<file path="src/hw/rtl/tufp_pkg.sv">
`default_nettype none

package tufp_pkg;

    localparam int VALUE_WIDTH = 64;
    localparam int OUT_WIDTH   = 64;

    localparam logic [VALUE_WIDTH-1:0] MAX_VAL   = {VALUE_WIDTH{1'b1}};
    localparam logic [VALUE_WIDTH-1:0] RISKY     = MAX_VAL / 10;
    localparam logic [3:0]             TOP_DIGIT = 4'(MAX_VAL % 10);

    localparam logic [7:0] CH_ZERO  = 8'h30;
    localparam logic [7:0] CH_NINE  = 8'h39;
    localparam logic [7:0] CH_SPACE = 8'h20;
    localparam logic [7:0] CH_TAB   = 8'h09;
    localparam logic [7:0] CH_CR    = 8'h0D;

    typedef enum logic [2:0] {
        PH_LEAD   = 3'd0,
        PH_FIRST  = 3'd1,
        PH_MID    = 3'd2,
        PH_SECOND = 3'd3,
        PH_TAIL   = 3'd4,
        PH_ERR    = 3'd5
    } phase_t;

    typedef enum logic [1:0] {
        ST_OK    = 2'd0,
        ST_EMPTY = 2'd1,
        ST_ERROR = 2'd2
    } status_t;

    function automatic logic is_ws(input logic [7:0] c);
        return (c == CH_SPACE) || (c >= CH_TAB && c <= CH_CR);
    endfunction

    function automatic logic is_dig(input logic [7:0] c);
        return (c >= CH_ZERO) && (c <= CH_NINE);
    endfunction

endpackage

`default_nettype wire

</file>
<file path="src/hw/rtl/tufp_digit_acc.sv">
`default_nettype none

module tufp_digit_acc (
    input  wire logic [tufp_pkg::VALUE_WIDTH-1:0] acc,
    input  wire logic [3:0]                       digit,
    output logic      [tufp_pkg::VALUE_WIDTH-1:0] acc_next,
    output logic                                  fits
);
    import tufp_pkg::*;

    // times ten as shift-add, plus the digit
    assign acc_next = (acc << 3) + (acc << 1) + VALUE_WIDTH'(digit);

    assign fits = (acc < RISKY) || ((acc == RISKY) && (digit <= TOP_DIGIT));

endmodule

`default_nettype wire

</file>
<file path="src/hw/rtl/two_uint64_decimal_field_parser.sv">
`default_nettype none
// Flow: an accepted beat is captured in the input register and processed from there; a result
//   is loaded into the result register when its last beat advances and then shows on m_valid.
// Throughput: one beat per cycle, set by the combinational digit step (compare, shift-add);
//   a last beat holds only while the result register is full and m_ready is low.
// Reset: aresetn synchronous, active low; clears phase, accumulators and both valid flags.
module two_uint64_decimal_field_parser (
    input  wire logic                              aclk,
    input  wire logic                              aresetn,
    input  wire logic [7:0]                        s_ch,
    input  wire logic                              s_ch_valid,
    input  wire logic                              s_last,
    input  wire logic                              s_valid,
    output logic                                   s_ready,
    output logic      [tufp_pkg::OUT_WIDTH-1:0]    m_first_value,
    output logic      [tufp_pkg::OUT_WIDTH-1:0]    m_second_value,
    output logic      [1:0]                        m_status,
    output logic                                   m_valid,
    input  wire logic                              m_ready
);
    import tufp_pkg::*;

    // input register
    logic       in_valid_reg, in_valid_next;
    logic [7:0] in_ch_reg;
    logic       in_ch_valid_reg;
    logic       in_last_reg;
    logic       advance;

    // parse state
    phase_t                 phase_reg, phase_next;
    logic [VALUE_WIDTH-1:0] first_acc_reg, first_acc_next;
    logic [VALUE_WIDTH-1:0] second_acc_reg, second_acc_next;

    // result register
    logic                 m_valid_reg, m_valid_next;
    logic [OUT_WIDTH-1:0] m_first_reg, m_first_next;
    logic [OUT_WIDTH-1:0] m_second_reg, m_second_next;
    status_t              m_status_reg, m_status_next;
    logic                 load_result;

    logic                   use_second;
    logic [VALUE_WIDTH-1:0] acc_sel;
    logic [VALUE_WIDTH-1:0] acc_step;
    logic                   acc_fits;
    logic                   byte_ws;
    logic                   byte_dig;
    logic                   take;

    // a last beat waits while the result register is still full and m_ready is low
    assign advance     = in_valid_reg && (!in_last_reg || !m_valid_reg || m_ready);
    assign s_ready     = !in_valid_reg || advance;
    assign load_result = advance && in_last_reg;

    assign in_valid_next = (s_valid && s_ready) ? 1'b1 : (advance ? 1'b0 : in_valid_reg);

    always_ff @(posedge aclk) begin
        if (!aresetn) begin
            in_valid_reg <= 1'b0;
        end else begin
            in_valid_reg <= in_valid_next;
        end
        if (s_valid && s_ready) begin
            in_ch_reg       <= s_ch;
            in_ch_valid_reg <= s_ch_valid;
            in_last_reg     <= s_last;
        end
    end

    assign byte_ws    = is_ws(in_ch_reg);
    assign byte_dig   = is_dig(in_ch_reg);
    assign take       = advance && in_ch_valid_reg;
    assign use_second = (phase_reg == PH_MID) || (phase_reg == PH_SECOND);
    assign acc_sel    = use_second ? second_acc_reg : first_acc_reg;

    tufp_digit_acc u_digit_acc (
        .acc      (acc_sel),
        .digit    (in_ch_reg[3:0]),
        .acc_next (acc_step),
        .fits     (acc_fits)
    );

    // next phase for the byte in the input register
    always_comb begin
        phase_next = phase_reg;
        if (take) begin
            unique case (phase_reg)
                PH_LEAD: begin
                    if (byte_dig) begin
                        phase_next = acc_fits ? PH_FIRST : PH_ERR;
                    end else if (!byte_ws) begin
                        phase_next = PH_ERR;
                    end
                end
                PH_FIRST: begin
                    if (byte_dig) begin
                        phase_next = acc_fits ? PH_FIRST : PH_ERR;
                    end else if (byte_ws) begin
                        phase_next = PH_MID;
                    end else begin
                        phase_next = PH_ERR;
                    end
                end
                PH_MID: begin
                    if (byte_dig) begin
                        phase_next = acc_fits ? PH_SECOND : PH_ERR;
                    end else if (!byte_ws) begin
                        phase_next = PH_ERR;
                    end
                end
                PH_SECOND: begin
                    if (byte_dig) begin
                        phase_next = acc_fits ? PH_SECOND : PH_ERR;
                    end else begin
                        phase_next = PH_TAIL;
                    end
                end
                PH_TAIL: phase_next = PH_TAIL;
                PH_ERR:  phase_next = PH_ERR;
                default: phase_next = PH_ERR;
            endcase
        end
    end

    // accumulators and result fields
    always_comb begin
        first_acc_next  = first_acc_reg;
        second_acc_next = second_acc_reg;
        if (take && byte_dig && acc_fits) begin
            if (phase_reg == PH_LEAD || phase_reg == PH_FIRST) begin
                first_acc_next = acc_step;
            end else if (phase_reg == PH_MID || phase_reg == PH_SECOND) begin
                second_acc_next = acc_step;
            end
        end

        if (phase_next == PH_LEAD) begin
            m_status_next = ST_EMPTY;
        end else if (phase_next == PH_SECOND || phase_next == PH_TAIL) begin
            m_status_next = ST_OK;
        end else begin
            m_status_next = ST_ERROR;
        end

        if (m_status_next == ST_OK) begin
            m_first_next  = OUT_WIDTH'(first_acc_next);
            m_second_next = OUT_WIDTH'(second_acc_next);
        end else begin
            m_first_next  = '0;
            m_second_next = '0;
        end

        m_valid_next = load_result ? 1'b1 : (m_ready ? 1'b0 : m_valid_reg);
    end

    always_ff @(posedge aclk) begin
        if (!aresetn) begin
            phase_reg      <= PH_LEAD;
            first_acc_reg  <= '0;
            second_acc_reg <= '0;
            m_valid_reg    <= 1'b0;
        end else begin
            m_valid_reg <= m_valid_next;
            // drop the string state once its result is loaded
            if (load_result) begin
                phase_reg      <= PH_LEAD;
                first_acc_reg  <= '0;
                second_acc_reg <= '0;
            end else begin
                phase_reg      <= phase_next;
                first_acc_reg  <= first_acc_next;
                second_acc_reg <= second_acc_next;
            end
        end
        if (load_result) begin
            m_first_reg  <= m_first_next;
            m_second_reg <= m_second_next;
            m_status_reg <= m_status_next;
        end
    end

    assign m_valid        = m_valid_reg;
    assign m_first_value  = m_first_reg;
    assign m_second_value = m_second_reg;
    assign m_status       = m_status_reg;

endmodule

`default_nettype wire

</file>
<file path="config.mk">
export PLATFORM = sky130hd
export DESIGN_NAME = two_uint64_decimal_field_parser
export DESIGN_NICKNAME = d
export VERILOG_FILES = /design/src/hw/rtl/tufp_pkg.sv /design/src/hw/rtl/tufp_digit_acc.sv /design/src/hw/rtl/two_uint64_decimal_field_parser.sv
export SDC_FILE = /design/constraint.sdc
export NUM_CORES = 1
export LEC_CHECK = 0
export BUFFER_PORTS_ARGS = -buffer_cell sky130_fd_sc_hd__buf_2
export CORE_UTILIZATION = 45
export DETAILED_ROUTE_END_ITERATION = 16
export GPL_TIMING_DRIVEN = 0
export PLACE_DENSITY = 0.7
export SLEW_MARGIN = 30
export SYNTH_ARGS = -nofsm -noshare
export SYNTH_HDL_FRONTEND = slang
export SYNTH_SLANG_ARGS = --single-unit
</file>
<file path="constraint.sdc">
create_clock -name aclk -period 18.7 [get_ports aclk]
set_input_delay 2.805 -clock aclk [delete_from_list [all_inputs] [get_ports aclk]]
set_output_delay 2.805 -clock aclk [all_outputs]
set_load 0.01 [all_outputs]
</file>
==> flow_summary.yaml <==
timing:
  relSlewSlack_pct: 33.4
  fin_crit_sh_pct: 38.7
  worst_hold_slack_ps: 484
  finalSetupViolCount: 0
  fin_ws_ps: 11460
  fin_worst_skew_ps: 29.4
  fin_crit_ps: 7240
  tns_ps: 0
  worst_pin_slew_ps: 999
  final-max-slew-violation-count: 0
  hold_viol_final: 0
  rsz0062_at_grt: "false"
  clock.fmax_mhz: 138
clock_network:
  clock_sinks: 273
  clkTransAtPathRegs_ps: 70
  post-cts-setup-buffers: 0
  clockRootBuffer: "clkbuf_16"
  clk_path_buf_depth: 3
  clk_latency_ps: 580
  cts_resized: 0
  hold_buffers: 0
  numCtsBuffers: 28
  cts_tree: "done"
  htree_levels: 1
route:
  avgRoutedWirePerCell_um: 18.9
  antenna_left: 0
  initialDrtViolationCount: 915
  finalWirelength_mm: 44.5
  num_vias: 13100
  dr.pass1.iters: 5
  drcViolationCount: 0
  drt-vias-per-instance: 5.55
job:
  cap_violations: 0
setup_path:
  arrival_ps: 7600
  worstPathCellList: "nor2b_1 -> buf_2 -> buf_6 -> buf_2 -> clkbuf_1 -> clkbuf_1 -> nand2_1 -> nand2_1 -> ha_1 -> ha_1 -> o21ai_0 -> o21bai_1 -> o2111ai_1 -> nand4_1 -> a211oi_1 -> o21ai_0 -> a31oi_1 -> xnor2_1 -> a21oi_1 -> nor2_1"
  worst_r2r_path_depth: 20
  crit_path_top_delay_cell: "a211oi_1"
  crit_start: "phase_reg[2]"
  critPathKind: "register to register"
  endpoint: "m_second_value[63]"
  critPathCaptureType: "register"
  cpPeakStageDelay_ps: 870
  reg2reg_slack_ps: 11460
  crit-reg2reg-capture: "m_second_value[63]"
  start_kind: "register"
  r2r_start: "phase_reg[2]"
  required_ps: 19060
  critPathMaxFanout: 10
global_routing:
  overflow: 0
  grt_first_pass_wirelength_mm: 69.2
  grt_max_degree: 27
  track_usage_pct: 24.6
  grt_pass1_vias: 12800
  antenna_found_initial: 0
synthesis:
  yosysMostFrequentCell: "nor2_1"
  yosysTopAreaCell: "edfxtp_1"
  synthArstFlopShare_pct: 0
  yosys_register_bits: 273
  yosysSeqAreaShare_pct: 43.4
  synthDistinctLibCells: 72
  ys_top_cells_by_count: "321 x nor2_1, 224 x nand2_1, 143 x mux2i_1, 140 x edfxtp_1, 133 x dfxtp_1"
  synth.avg_cell_area_um2: 9.33
  syn-instance-count: 1695
  synthFlopType: "edfxtp_1"
  netlist_area_um2: 15800
  yosysWarnings: 0
  synth_nets: 1833
  synth_top_area_share_pct: 26.6
  synth-edff-count: 140
  synthTopCellsByArea: "edfxtp_1 27%, dfxtp_1 17%, ha_1 9.7%"
pwr:
  p_leak_nw: 8.34
  peakVddDrop_mv: 0.0703
  p_per_area_nw_per_um2: 68.9
  power_mw: 1.25
status:
  outcome: "complete, no violations"
floorplanning:
  rows: 68
  start_util_pct: 45.8
  core-area_um2: 34500
  die_h_um: 189
  die_w_um: 189
  die_area_um2: 35900
  pin_count: 146
layout:
  multi_input_area_um2: 8360
  syn_to_final_growth_pct: 15.0
  final_nets: 2013
  drive_gt1_share_pct: 13.2
  fin_area_um2: 18200
  nFillCells: 3282
  diodes: 0
  seq_area_um2: 6870
placement:
  place_area_um2: 17200
  place_congestion: 0.946
  dp_slack_ps: 11570
  numPortBuffers: 145
  hpwl_mm: 33.9
worst_hold_path:
  worst_hold_path_type: "register to register"
-- final cells by class --
type / count / area share [%]
inverters: 35 / 0.723
flip-flops and latches: 273 / 37.8
clock buffers: 35 / 4.16
multi-input cells: 1303 / 46.0
clock inverters: 17 / 0.929
plain buffers: 84 / 2.53
well taps: 455 / 3.13
repair buffers: 150 / 4.75
-- layer usage --
metal  vias to the layer above  routed length, µm  track usage (%)
met1                      6198              20300             33.0
met2                       409              20300             40.2
li1                       6374                  -                -
met3                        77               2540             3.87
met4                         0               1350             8.68
met5                         -                  0                0
-- cell families (layout without fill, tap and decap cells) --
group | count (synthesis) | in the layout | share of synthesized area [%]
AND/OR/NAND/NOR | 693 | 693 | 19.0
AO/OA/AOI/OAI | 284 | 284 | 11.4
XOR/XNOR | 53 | 53 | 2.94
flip-flops | 273 | 273 | 43.4
multiplexers | 149 | 149 | 9.51
buffers and inverters | 119 | 321 | 3.74
adder cells (fa/ha/maj) | 124 | 124 | 9.91
-- worst max-delay path, delay by kind of cell (launching register included) --
family	cells	cell delay [ps]
AOI/OAI and AO/OA	7	2460
xor gates and xnor gates	1	170
adders and majority gates	2	600
buffers and inverters	5	2320
DFF	1	400
and+or+nand+nor	5	1030
-- worst min-delay path by stage --
stage	startpoint	slack, ps	endpoint	cells past startpoint
floorplan	first_acc_reg[63]	440	first_acc_reg[63]	2
detailed placement	first_acc_reg[61]	470	first_acc_reg[61]	2
CTS	first_acc_reg[56]	480	first_acc_reg[56]	2
finish	first_acc_reg[56]	480	first_acc_reg[56]	2
global route	second_acc_reg[63]	510	second_acc_reg[63]	2
global placement	first_acc_reg[56]	460	first_acc_reg[56]	2
-- cells in the final DEF (no fill, tap or decap), types with 21 or more instances in the layout --
| master | n |
|---|---|
| mux2i_1 | 143 |
| o21ai_0 | 47 |
| buf_2 | 162 |
| a21oi_1 | 109 |
| xnor2_1 | 32 |
| clkbuf_16 | 28 |
| xor2_1 | 21 |
| nor2_1 | 320 |
| a21o_1 | 27 |
| edfxtp_1 | 140 |
| inv_1 | 35 |
| ha_1 | 122 |
| nand3_1 | 26 |
| nand2_1 | 224 |
| dfxtp_1 | 133 |
| clkbuf_1 | 52 |
-- power breakdown --
| part | internal (mW) | switching [mW] | total [mW] | leakage, nW |
|---|---|---|---|---|
| registers | 0.638 | 0.00404 | 0.642 | 2.25 |
| logic | 0.0176 | 0.0354 | 0.0530 | 5.64 |
| clock network | 0.318 | 0.240 | 0.558 | 0.450 |
| total | 0.973 | 0.280 | 1.25 | 8.34 |
-- per-stage QoR --
step           utilization, %  instances
6_report                 52.6       2352
5_1_grt                  52.6       2352
4_1_cts                  52.6       2352
3_5_place_dp             49.9       2300
3_3_place_gp             49.5       2295
2_1_floorplan               -       1695
Note: power is estimated with default switching activity, not from simulation.
